===== config.mk =====
export PLATFORM = sky130hd
export DESIGN_NAME = serial_flash_loader_command_engine_top
export DESIGN_NICKNAME = d
export VERILOG_FILES = /design/src/rtl/sflc_pkg.sv /design/src/rtl/sflc_page_buf.sv /design/src/rtl/serial_flash_loader_command_engine_top.sv
export SDC_FILE = /design/constraint.sdc
export NUM_CORES = 2
export LEC_CHECK = 0
export BUFFER_PORTS_ARGS = -buffer_cell sky130_fd_sc_hd__buf_2
export CAP_MARGIN = 20
export CORE_AREA = 2 2 351 353
export CTS_CLUSTER_DIAMETER = 60
export DETAILED_ROUTE_END_ITERATION = 7
export DIE_AREA = 0 0 353 355
export GPL_ROUTABILITY_DRIVEN = 0
export PLACE_DENSITY = 0.66
export RECOVER_POWER = 100
export SKIP_CTS_REPAIR_TIMING = 1
export SLEW_MARGIN = 15
export SYNTH_ARGS = -nofsm -noshare
export SYNTH_HDL_FRONTEND = slang
export SYNTH_SLANG_ARGS = --single-unit

===== constraint.sdc =====
create_clock -name clk_i -period 5.9 [get_ports clk_i]
set_input_delay 0.59 -clock clk_i [delete_from_list [all_inputs] [get_ports clk_i]]
set_output_delay 0.59 -clock clk_i [all_outputs]
set_load 0.02 [all_outputs]

===== src/rtl/sflc_pkg.sv =====
// Shared types and constants of the serial flash loader command engine.
package sflc_pkg;

  typedef enum logic [1:0] {
    ACT_TX    = 2'd0,
    ACT_FILL  = 2'd1,
    ACT_ERASE = 2'd2,
    ACT_START = 2'd3
  } action_e;

  typedef enum logic [2:0] {
    PH_WAIT    = 3'd0,
    PH_ADDR_HI = 3'd1,
    PH_ADDR_LO = 3'd2,
    PH_LEN     = 3'd3,
    PH_DATA    = 3'd4,
    PH_DONE    = 3'd5
  } phase_e;

  typedef enum logic [2:0] {
    SQ_IDLE     = 3'd0,
    SQ_SINGLE   = 3'd1,
    SQ_FLUSH_RD = 3'd2,
    SQ_FLUSH_EM = 3'd3,
    SQ_ERASE    = 3'd4,
    SQ_ECHO     = 3'd5,
    SQ_CKSUM    = 3'd6
  } seq_e;

  localparam logic [7:0] CH_ADDR  = 8'h41;  // 'A'
  localparam logic [7:0] CH_LEN   = 8'h4C;  // 'L'
  localparam logic [7:0] CH_DATA  = 8'h44;  // 'D'
  localparam logic [7:0] CH_EXEC  = 8'h45;  // 'E'
  localparam logic [7:0] CH_ERROR = 8'h3F;  // '?'

  localparam logic [31:0] TIMEOUT_RESET = 32'd16000000;

endpackage


===== src/rtl/sflc_page_buf.sv =====
// Page buffer: byte-write, row-read synchronous memory with per-byte valid flags.
module sflc_page_buf #(
  parameter int PAGE_BYTES = 128
) (
  input  logic                                 clk_i,
  input  logic                                 rst_ni,
  input  logic                                 wr_en_i,
  input  logic [$clog2(PAGE_BYTES)-1:0]        wr_addr_i,
  input  logic [7:0]                           wr_data_i,
  input  logic                                 rd_en_i,
  input  logic [((PAGE_BYTES/8 > 1) ? $clog2(PAGE_BYTES/8) : 1)-1:0] rd_row_i,
  output logic [63:0]                          rd_data_o
);

  localparam int ROWS  = PAGE_BYTES / 8;
  localparam int ROW_W = (ROWS > 1) ? $clog2(ROWS) : 1;

  logic [63:0]           mem_q [ROWS];
  logic [PAGE_BYTES-1:0] vld_q;
  logic [63:0]           rd_data_q;
  logic [7:0]            rd_vld_q;
  logic [ROW_W-1:0]      wr_row;
  logic [2:0]            wr_lane;

  assign wr_row  = ROW_W'(wr_addr_i >> 3);
  assign wr_lane = wr_addr_i[2:0];

  always_ff @(posedge clk_i) begin
    if (wr_en_i) begin
      mem_q[wr_row][8*wr_lane +: 8] <= wr_data_i;
    end
    if (rd_en_i) begin
      rd_data_q <= mem_q[rd_row_i];
    end
  end

  // Bytes never written read as zero.
  always_ff @(posedge clk_i or negedge rst_ni) begin
    if (!rst_ni) begin
      vld_q    <= '0;
      rd_vld_q <= '0;
    end else begin
      if (wr_en_i) begin
        vld_q[wr_addr_i] <= 1'b1;
      end
      if (rd_en_i) begin
        rd_vld_q <= vld_q[8*rd_row_i +: 8];
      end
    end
  end

  always_comb begin
    for (int b = 0; b < 8; b++) begin
      rd_data_o[8*b +: 8] = rd_vld_q[b] ? rd_data_q[8*b +: 8] : 8'h00;
    end
  end

endmodule


===== src/rtl/serial_flash_loader_command_engine_top.sv =====
// Top level of the serial flash loader command engine.
// Takes one input transaction (received byte or tick) at a time and emits its
// results through a single output register; in_ready_o is high only while the
// sequencer is idle. A command letter or tick holds the sequencer until every
// result it causes is loaded into the output register. A page flush is bound
// by the single read port of the page buffer: each 8-byte fill chunk takes a
// row read (SQ_FLUSH_RD), then an output load (SQ_FLUSH_EM). The last data
// byte echoes and then flushes its page, and a last byte that also crosses
// into a new page flushes twice. The page buffer holds per-byte valid flops
// cleared at reset, so no clearing pass follows reset. Stalls on out_ready_i
// simply hold the sequencer.
module serial_flash_loader_command_engine_top #(
  parameter int PAGE_BYTES = 128
) (
  input  logic        clk_i,
  input  logic        rst_ni,
  input  logic        cfg_we_i,
  input  logic [31:0] cfg_wdata_i,
  input  logic        in_valid_i,
  output logic        in_ready_o,
  input  logic        kind_i,
  input  logic [7:0]  rx_byte_i,
  output logic        out_valid_o,
  input  logic        out_ready_i,
  output logic [1:0]  action_o,
  output logic [15:0] flash_address_o,
  output logic [63:0] payload_o,
  output logic        last_o
);
  import sflc_pkg::*;

  localparam int ROWS  = PAGE_BYTES / 8;
  localparam int IDX_W = $clog2(PAGE_BYTES);
  localparam int ROW_W = (ROWS > 1) ? $clog2(ROWS) : 1;
  localparam logic [15:0] BASE_MASK = ~16'(PAGE_BYTES - 1);
  localparam logic [ROW_W-1:0] LAST_ROW = ROW_W'(ROWS - 1);

  seq_e   seq_q, seq_d;
  phase_e phase_q, phase_d;
  logic [15:0] addr_q, addr_d;
  logic [7:0]  len_q, len_d;
  logic [7:0]  cksum_q, cksum_d;
  logic [15:0] waddr_q, waddr_d;
  logic [7:0]  left_q, left_d;
  logic [15:0] pbase_q, pbase_d;
  logic [15:0] fbase_q, fbase_d;
  logic [31:0] ticks_q, ticks_d;
  logic [31:0] timeout_q;
  logic [ROW_W-1:0] chunk_q, chunk_d;
  logic        pass2_q, pass2_d;
  logic        final_q, final_d;
  logic [7:0]  byte_q, byte_d;
  action_e     sgl_act_q, sgl_act_d;
  logic [7:0]  sgl_byte_q, sgl_byte_d;

  logic        out_valid_q;
  action_e     act_q;
  logic [15:0] fadr_q;
  logic [63:0] pay_q;
  logic        last_q;

  logic        accept, load;
  logic        live, tick_hit, page_chg;
  logic [31:0] ticks_inc;
  logic        emit;
  action_e     e_act;
  logic [15:0] e_adr;
  logic [63:0] e_pay;
  logic        e_last;
  logic        mem_we, mem_re;
  logic [63:0] mem_rdata;

  assign in_ready_o = (seq_q == SQ_IDLE);
  assign accept     = in_valid_i && in_ready_o;
  assign load       = !out_valid_q || out_ready_i;
  assign live       = accept && (phase_q != PH_DONE);
  assign ticks_inc  = (ticks_q != 32'hFFFF_FFFF) ? ticks_q + 32'd1 : ticks_q;
  assign tick_hit   = (phase_q == PH_WAIT) && (ticks_inc >= timeout_q);
  assign page_chg   = (waddr_q & BASE_MASK) != pbase_q;

  sflc_page_buf #(
    .PAGE_BYTES(PAGE_BYTES)
  ) u_page_buf (
    .clk_i     (clk_i),
    .rst_ni    (rst_ni),
    .wr_en_i   (mem_we),
    .wr_addr_i (waddr_q[IDX_W-1:0]),
    .wr_data_i (byte_q),
    .rd_en_i   (mem_re),
    .rd_row_i  (chunk_q),
    .rd_data_o (mem_rdata)
  );

  // Sequencer next state.
  always_comb begin
    seq_d = seq_q;
    case (seq_q)
      SQ_IDLE: begin
        if (live) begin
          if (kind_i) begin
            if (tick_hit) seq_d = SQ_SINGLE;
          end else begin
            case (phase_q)
              PH_WAIT: begin
                if (rx_byte_i == CH_DATA) begin
                  if (len_q == 8'd0) seq_d = SQ_FLUSH_RD;
                end else if (rx_byte_i != CH_ADDR && rx_byte_i != CH_LEN) begin
                  seq_d = SQ_SINGLE;
                end
              end
              PH_DATA: seq_d = page_chg ? SQ_FLUSH_RD : SQ_ECHO;
              default: seq_d = SQ_SINGLE;
            endcase
          end
        end
      end
      SQ_SINGLE:   if (load) seq_d = SQ_IDLE;
      SQ_FLUSH_RD: seq_d = SQ_FLUSH_EM;
      SQ_FLUSH_EM: if (load) seq_d = (chunk_q == LAST_ROW) ? SQ_ERASE : SQ_FLUSH_RD;
      SQ_ERASE:    if (load) seq_d = pass2_q ? SQ_CKSUM : SQ_ECHO;
      SQ_ECHO:     if (load) seq_d = final_q ? SQ_FLUSH_RD : SQ_IDLE;
      SQ_CKSUM:    if (load) seq_d = SQ_IDLE;
      default:     seq_d = SQ_IDLE;
    endcase
  end

  // Sequencer outputs: result to load and page buffer control.
  always_comb begin
    emit   = 1'b0;
    e_act  = ACT_TX;
    e_adr  = 16'h0000;
    e_pay  = 64'd0;
    e_last = 1'b0;
    mem_we = 1'b0;
    mem_re = 1'b0;
    case (seq_q)
      SQ_SINGLE: begin
        emit   = 1'b1;
        e_act  = sgl_act_q;
        e_pay  = {56'd0, sgl_byte_q};
        e_last = 1'b1;
      end
      SQ_FLUSH_RD: mem_re = 1'b1;
      SQ_FLUSH_EM: begin
        emit  = 1'b1;
        e_act = ACT_FILL;
        e_adr = fbase_q + (16'(chunk_q) << 3);
        e_pay = mem_rdata;
      end
      SQ_ERASE: begin
        emit  = 1'b1;
        e_act = ACT_ERASE;
        e_adr = fbase_q;
      end
      SQ_ECHO: begin
        emit   = 1'b1;
        e_pay  = {56'd0, byte_q};
        e_last = !final_q;
        mem_we = load;
      end
      SQ_CKSUM: begin
        emit   = 1'b1;
        e_pay  = {56'd0, 8'd0 - cksum_q};
        e_last = 1'b1;
      end
      default: ;
    endcase
  end

  // Protocol state updates.
  always_comb begin
    phase_d    = phase_q;
    addr_d     = addr_q;
    len_d      = len_q;
    cksum_d    = cksum_q;
    waddr_d    = waddr_q;
    left_d     = left_q;
    pbase_d    = pbase_q;
    fbase_d    = fbase_q;
    ticks_d    = ticks_q;
    chunk_d    = chunk_q;
    pass2_d    = pass2_q;
    final_d    = final_q;
    byte_d     = byte_q;
    sgl_act_d  = sgl_act_q;
    sgl_byte_d = sgl_byte_q;
    case (seq_q)
      SQ_IDLE: begin
        if (live) begin
          if (kind_i) begin
            if (phase_q == PH_WAIT) begin
              ticks_d = ticks_inc;
              if (tick_hit) begin
                phase_d    = PH_DONE;
                sgl_act_d  = ACT_START;
                sgl_byte_d = 8'h00;
              end
            end
          end else begin
            case (phase_q)
              PH_WAIT: begin
                if (rx_byte_i == CH_ADDR) begin
                  phase_d = PH_ADDR_HI;
                end else if (rx_byte_i == CH_LEN) begin
                  phase_d = PH_LEN;
                end else if (rx_byte_i == CH_DATA) begin
                  waddr_d = addr_q;
                  pbase_d = addr_q & BASE_MASK;
                  left_d  = len_q;
                  if (len_q == 8'd0) begin
                    fbase_d = addr_q & BASE_MASK;
                    pass2_d = 1'b1;
                    chunk_d = '0;
                  end else begin
                    phase_d = PH_DATA;
                  end
                end else if (rx_byte_i == CH_EXEC) begin
                  phase_d    = PH_DONE;
                  sgl_act_d  = ACT_START;
                  sgl_byte_d = 8'h00;
                end else begin
                  sgl_act_d  = ACT_TX;
                  sgl_byte_d = CH_ERROR;
                  cksum_d    = 8'h00;
                  ticks_d    = 32'd0;
                end
              end
              PH_ADDR_HI: begin
                addr_d     = {rx_byte_i, 8'h00};
                cksum_d    = cksum_q + rx_byte_i;
                sgl_act_d  = ACT_TX;
                sgl_byte_d = rx_byte_i;
                phase_d    = PH_ADDR_LO;
              end
              PH_ADDR_LO: begin
                addr_d     = {addr_q[15:8], rx_byte_i};
                cksum_d    = cksum_q + rx_byte_i;
                sgl_act_d  = ACT_TX;
                sgl_byte_d = rx_byte_i;
                phase_d    = PH_WAIT;
              end
              PH_LEN: begin
                len_d      = rx_byte_i;
                cksum_d    = cksum_q + rx_byte_i;
                sgl_act_d  = ACT_TX;
                sgl_byte_d = rx_byte_i;
                phase_d    = PH_WAIT;
              end
              PH_DATA: begin
                byte_d  = rx_byte_i;
                cksum_d = cksum_q + rx_byte_i;
                final_d = (left_q == 8'd1);
                left_d  = left_q - 8'd1;
                if (page_chg) begin
                  // Flush the old page before the byte lands in the buffer.
                  fbase_d = pbase_q;
                  pbase_d = waddr_q & BASE_MASK;
                  pass2_d = 1'b0;
                  chunk_d = '0;
                end
              end
              default: ;
            endcase
          end
        end
      end
      SQ_FLUSH_EM: begin
        if (load && chunk_q != LAST_ROW) chunk_d = chunk_q + ROW_W'(1);
      end
      SQ_ECHO: begin
        if (load) begin
          waddr_d = waddr_q + 16'd1;
          if (final_q) begin
            phase_d = PH_WAIT;
            fbase_d = pbase_q;
            pass2_d = 1'b1;
            chunk_d = '0;
          end
        end
      end
      SQ_CKSUM: begin
        if (load) cksum_d = 8'h00;
      end
      default: ;
    endcase
  end

  always_ff @(posedge clk_i or negedge rst_ni) begin
    if (!rst_ni) begin
      seq_q       <= SQ_IDLE;
      phase_q     <= PH_WAIT;
      addr_q      <= 16'h0000;
      len_q       <= 8'h00;
      cksum_q     <= 8'h00;
      waddr_q     <= 16'h0000;
      left_q      <= 8'h00;
      pbase_q     <= 16'hFFFF;
      ticks_q     <= 32'd0;
      timeout_q   <= TIMEOUT_RESET;
      out_valid_q <= 1'b0;
    end else begin
      seq_q   <= seq_d;
      phase_q <= phase_d;
      addr_q  <= addr_d;
      len_q   <= len_d;
      cksum_q <= cksum_d;
      waddr_q <= waddr_d;
      left_q  <= left_d;
      pbase_q <= pbase_d;
      ticks_q <= ticks_d;
      if (cfg_we_i) timeout_q <= cfg_wdata_i;
      if (emit && load) begin
        out_valid_q <= 1'b1;
      end else if (out_ready_i) begin
        out_valid_q <= 1'b0;
      end
    end
  end

  // Sequencer scratch and output payload.
  always_ff @(posedge clk_i) begin
    fbase_q    <= fbase_d;
    chunk_q    <= chunk_d;
    pass2_q    <= pass2_d;
    final_q    <= final_d;
    byte_q     <= byte_d;
    sgl_act_q  <= sgl_act_d;
    sgl_byte_q <= sgl_byte_d;
    if (emit && load) begin
      act_q  <= e_act;
      fadr_q <= e_adr;
      pay_q  <= e_pay;
      last_q <= e_last;
    end
  end

  assign out_valid_o     = out_valid_q;
  assign action_o        = act_q;
  assign flash_address_o = fadr_q;
  assign payload_o       = pay_q;
  assign last_o          = last_q;

endmodule

-- Word level (Yosys, flattened, before mapping)
Memory sizes are Yosys's and may differ from the RTL's. A register that Yosys moved wholly into a read port is not among the register bits.
Cells that the tools add are included.
- output and inout bits: 85
- register bits after elaboration: 402
- bits in writable memories: 1024
- word-level logic and storage cells: 281
- memories: 1
- memories (name ; depth ; width ; rd ports ; clocked after memory_dff ; wr ports ; RTL line ; RTL):
    u_page_buf.mem_q ; 16 ; 64 ; 1 ; 1 ; 1 ; sflc_page_buf.sv:18 ; logic [63:0] mem_q [ROWS];
- order comparisons: 3
- shift operators: 3
- equality and inequality tests: 64
- bitwise operators: 3
- add/subtract/negate cells: 8
- reductions and logical operators: 39
- multiplexer cells: 135
- operators with widths (cell ; count):
    16-bit 2-to-1 mux ; 20
    32-bit 2-to-1 mux ; 8
    64-bit one-hot mux with 4 select lines ; 1
    8-bit 2-to-1 mux ; 24
    16-bit one-hot mux with 2 select lines ; 6
    128-bit OR ; 1
    128-bit by 8-bit indexed part select with 8-bit output ; 1
    3-bit 2-to-1 mux ; 23
    64-bit 2-to-1 mux ; 1
    8-bit one-hot mux with 2 select lines ; 4
    8-bit by 34-bit variable shift with 64-bit output (first input constant) ; 1
    8-bit by 34-bit indexed part select with 64-bit output ; 1
    4-bit 2-to-1 mux ; 10
    2-bit != test (second input constant) ; 17
    6-bit negation with 34-bit output ; 1
    3-bit != test (second input constant) ; 11
    32-bit by 1-bit adder with 32-bit output (second input constant) ; 1
    8-bit by 7-bit equality test with 1-bit output (second input constant) ; 4
    32-bit >= comparator ; 1
    32-bit != test (second input constant) ; 1
    8-bit AND reduction ; 4
    2-bit 2-to-1 mux ; 9
    3-bit one-hot mux with 6 select lines ; 1
    9-bit AND reduction ; 2
    other kinds (50) ; 102

-- Logic depth before layout (Yosys ltp)
- word-level depth: 9
- mapped depth: 16

-- By module
Synthesis repeated with hierarchy kept, for this count alone.
- cells, all modules: 3516
- area, all modules: 60784.5 um^2
- modules (own cells, without submodules) (module ; area an instance (um^2) ; times used ; cells an instance ; seq. area each (um^2)):
    sflc_page_buf ; 47560.6 ; 1 ; 2191 ; 36074.6
    serial_flash_loader_command_engine_top ; 13223.9 ; 1 ; 1325 ; 6872.8

-- Worst setup path before layout
No wires, ideal clock.
- path kind: reg-to-reg
- from: register seq_q[0]
- to: register act_q[0], in the netlist action_o[0], enable pin
- data required time: 5379 ps
- cell stages (with the launch flop): 5
- setup time: 521 ps
- setup slack: 1204 ps
- arrival time: 4175 ps
- path buffers: 1
- clock period less this slack: 4696 ps
- path through: dfrtp_1 buf_2 nor2b_1 a21oi_1 nor2_1
- cells in the longest elaborated chain, start to end: 4
- elaborated cells on any way between the ends: 8
- classes of those cells: 5 x eq/ne; 1 x mux; 2 x reduce/logical
- ends and longest elaborated chain (what ; RTL line ; RTL):
    start: declaration ; serial_flash_loader_command_engine_top.sv:38 ; seq_e seq_q, seq_d;
    start signal: assignment ; serial_flash_loader_command_engine_top.sv:302 ; seq_q <= seq_d;
    3-bit equality test, or another cell as far along ; serial_flash_loader_command_engine_top.sv:136 ; case (seq_q)
    5-bit OR reduction (no source line) * ; - ;
    1-bit 2-to-1 mux * ; serial_flash_loader_command_engine_top.sv:136 ;
    1-bit logical AND * ; serial_flash_loader_command_engine_top.sv:329 ; if (emit && load) begin
    end signal: assignment ; serial_flash_loader_command_engine_top.sv:330 ; act_q <= e_act;
    end: declaration ; serial_flash_loader_command_engine_top.sv:57 ; action_e act_q;
Every way passes the cells marked *; elsewhere a longest branch is shown, timed or not.
A chain may end at the register's enable or synchronous reset.

-- Worst setup path after layout
- from: register waddr_q[0]
- to: memory u_page_buf.mem_q[6][33], enable pin
- cells in the longest elaborated chain, start to end: 3
- ends and longest elaborated chain (what ; RTL line ; RTL):
    start: declaration ; serial_flash_loader_command_engine_top.sv:43 ; logic [15:0] waddr_q, waddr_d;
    start signal: assignment ; serial_flash_loader_command_engine_top.sv:307 ; waddr_q <= waddr_d;
    6-bit negation with 34-bit output ; sflc_page_buf.sv:30 ; mem_q[wr_row][8*wr_lane +: 8] <= wr_data_i;
    8-bit by 34-bit variable shift with 64-bit output ; sflc_page_buf.sv:30 ;
    64-bit 2-to-1 mux (not written as such) ; sflc_page_buf.sv:30 ;
    end: declaration ; sflc_page_buf.sv:18 ;
Every way passes these cells.

==> qor.yml <==
status: "finished with violations"
failed_checks: "max-capacitance violations, max-slew violations"
crit_type: "flop to flop"
port_buffers: 130
nNetsFinal: 3682
finalClockSkew_ns: 0.0286
placed_cell_area_sq_um: 62700
synth_fp_nets: 3529
ys_types: 86
dominantRegCellSynth: "edfxtp_1"
worst_setup_path_end_kind: "flop"
final.period_utilization_pct: 89.1
critPathRequiredTime_ns: 6.30
worstPathArrival_ns: 5.66
cts.sinks: 1475
start_util_pct: 49.7
nFillCells: 9412
vias: 31718
min_period_ns: 5.26
finalSetupViolCount: 0
area_growth_pct: 11.6
ir_drop_mv: 0.294
avgViaCountPerCell: 5.95
grt_use_total_pct: 22.2
tritoncts: "built"
ys_seq_elements: 1475
ant_nets: 0
io_pins: 131
yosys_warnings: 0
fin_util_pct: 55.4
crit_fanout: 17
grt_pass1_wl_um: 207000
mappedNetlistArea_sq_um: 60300
rows: 128
drive_gt1_share_pct: 19.0
dieArea_sq_um: 125000
path_clk_slew_ns: 0.06
gr-total-overflow: 0
synthArstFlopShare_pct: 18.5
die_w_um: 353
yosysTopAreaCell: "edfxtp_1"
clk_latency_ns: 0.79
clk_path_buf_depth: 3
maxCapViolCount: 15
fin_setup_tns_ns: 0
relSlewSlack_pct: -149
cts_inserted_buffers: 156
synth_edf_count: 1202
rsz0062_at_grt: "false"
die_h_um: 355
grt_max_degree: 171
p_per_area_nw_per_um2: 420
ys_seq_area_share_pct: 71.2
synth_top_area_share_pct: 59.9
maxSlewViolCount: 548
clockRootBuffer: "clkbuf_16"
routed_wl_um: 137000
fmax_mhz: 190
finalInstanceArea_sq_um: 67300
core-area_sq_um: 121000
drt_iter0_drc: 3193
antenna_found_initial: 10
leakage_nw: 24.1
firstDrtPassIters: 5
synthCells: 3427
hpwl_um: 86600
worst_pin_slew_ns: 3.73
drc: 0
hold_viol_final: 0
routedWlPerCell_um: 25.7
synthTopCellsByArea: "edfxtp_1, mux4_2, dfrtp_1"
first_global_vias: 31898
avgSynthCellArea_sq_um: 17.6
crit_path_start_kind: "flop"
ctsHtreeMaxLevel: 4
min_path_type: "input port to flop"
[placed cells by master, fill, tap and decap left out, drive strengths merged, types with 9 or more instances in the layout]
cell type	count
mux2i	11
a21o	132
clkbuf	315
mux2	28
nor4	15
nor3	34
a22o	10
o21ai	144
nand4	21
clkinv	59
xor2	17
mux4	360
nor2b	15
a21oi	69
nor2	230
nand2b	18
buf	55
inv	67
o21bai	9
dfrtp	256
ha	54
edfxtp	1202
o31ai	20
nand2	200
and3	79
nand3	55
or3	9
xnor2	38
and2	58
a31oi	18
dfstp	17
[flip-flops by register name, summed over array words and instances, names as in the netlist, 10 cells and up]
register              count
addr_q                   16
fbase_q                  10
flash_address_o          14
payload_o                64
pbase_q                  10
ticks_q                  32
timeout_q                32
u_page_buf.mem_q       1024
u_page_buf.rd_data_q     64
u_page_buf.vld_q        128
waddr_q                  16
[cells by family (layout without fill, tap and decap cells)]
| family | Yosys count | after routing | share of synthesized area [%] |
|---|---|---|---|
| XOR/XNOR | 55 | 55 | 0.799 |
| other | 0 | 6 | 0 |
| multiplexers | 399 | 399 | 14.2 |
| AO/OA/AOI/OAI | 457 | 457 | 4.94 |
| AND/OR/NAND/NOR | 752 | 752 | 6.06 |
| adder cells (fa/ha/maj) | 56 | 56 | 1.19 |
| buffers and inverters | 233 | 509 | 1.64 |
| flip-flops | 1475 | 1475 | 71.2 |
[cell usage after synthesis, types with 7 or more instances]
| cell | number |
|---|---|
| edfxtp_1 | 1202 |
| mux4_2 | 360 |
| dfrtp_1 | 256 |
| nor2_1 | 226 |
| nand2_1 | 199 |
| a21o_1 | 132 |
| clkbuf_1 | 108 |
| o21ai_0 | 108 |
| and3_1 | 79 |
| a21oi_1 | 68 |
| and2_1 | 58 |
| buf_2 | 57 |
| nand3_1 | 55 |
| ha_1 | 54 |
| inv_1 | 48 |
| xnor2_1 | 38 |
| o21ai_1 | 34 |
| mux2_2 | 27 |
| nor3_1 | 27 |
| nand4_1 | 21 |
| o31ai_1 | 19 |
| a31oi_1 | 17 |
| dfstp_2 | 17 |
| nand2b_1 | 17 |
| xor2_1 | 17 |
| nor2b_1 | 15 |
| nor4_1 | 12 |
| mux2i_1 | 11 |
| a22o_1 | 10 |
| buf_1 | 9 |
| o21bai_1 | 9 |
| or3_1 | 9 |
| a22oi_1 | 7 |
[critical path: stages (launching register included)]
cell and delay [ns]:
dfrtp_1 0.67, clkinv_1 0.41, ha_1 0.32, ha_1 0.43, nand2_1 0.15, nor4_1 1.23
nand2_1 0.81, nor2_1 0.88
[report_power, final]
part           total, mW  switching [mW]  internal, mW
clock               9.41            4.07          5.34
combinational       5.97            3.68          2.30
sequential          12.9           0.436          12.5
total               28.3            8.18          20.1
[layer usage]
metal / GRT usage [%] / vias to the layer above / routed length [um]
met5: 0 / - / 0
met4: 6.45 / 0 / 3270
met3: 4.51 / 199 / 9650
met2: 35.3 / 1078 / 66500
met1: 31.3 / 16572 / 57700
li1: - / 13869 / -
[per-stage QoR]
step / total power, mW / hold WS (ns) / cells / setup slack, ns
floorplan: 17.2 / 0.294 / 3427 / 1.20
global placement: 19.1 / 0.431 / 5041 / 1.35
detailed placement: 19.2 / 0.439 / 5043 / 1.37
CTS: 28.6 / -0.354 / 5324 / 1.32
global route: 29.4 / 0.00207 / 5328 / 0.485
finish: 28.3 / 0.00879 / 5334 / 0.642
[final timing paths]
check                                                    end  cells past startpoint  slack [ns]                              from
max                        u_page_buf.mem_q[6][33]$_DFFE_PP_                      7        0.64            waddr_q[0]$_DFFE_PN0P_
min                                timeout_q[11]$_DFFE_PN0P_                      3       0.009                   cfg_wdata_i[11]
max reg2reg                u_page_buf.mem_q[6][33]$_DFFE_PP_                      7        0.64            waddr_q[0]$_DFFE_PN0P_
min reg2reg                 u_page_buf.vld_q[49]$_DFFE_PN0P_                      1        0.45  u_page_buf.vld_q[49]$_DFFE_PN0P_
max in group asynchronous            waddr_q[13]$_DFFE_PN0P_                      3        2.03                            rst_ni
min in group asynchronous            ticks_q[11]$_DFFE_PN0P_                      2        1.13                            rst_ni
[area by class of cell]
| cell class | count | area [sq um] | area share [%] |
|---|---|---|---|
| Timing Repair Buffer | 177 | 890 | 1.32 |
| Inverter | 51 | 193 | 0.286 |
| Antenna cell | 6 | 15.0 | 0.0223 |
| Clock inverter | 86 | 716 | 1.06 |
| Sequential cell | 1475 | 42900 | 63.8 |
| Tap cell | 1625 | 2030 | 3.02 |
| Multi-Input combinational cell | 1719 | 16300 | 24.2 |
| Clock buffer | 195 | 4190 | 6.22 |
Power figures use the tool's default switching activity.
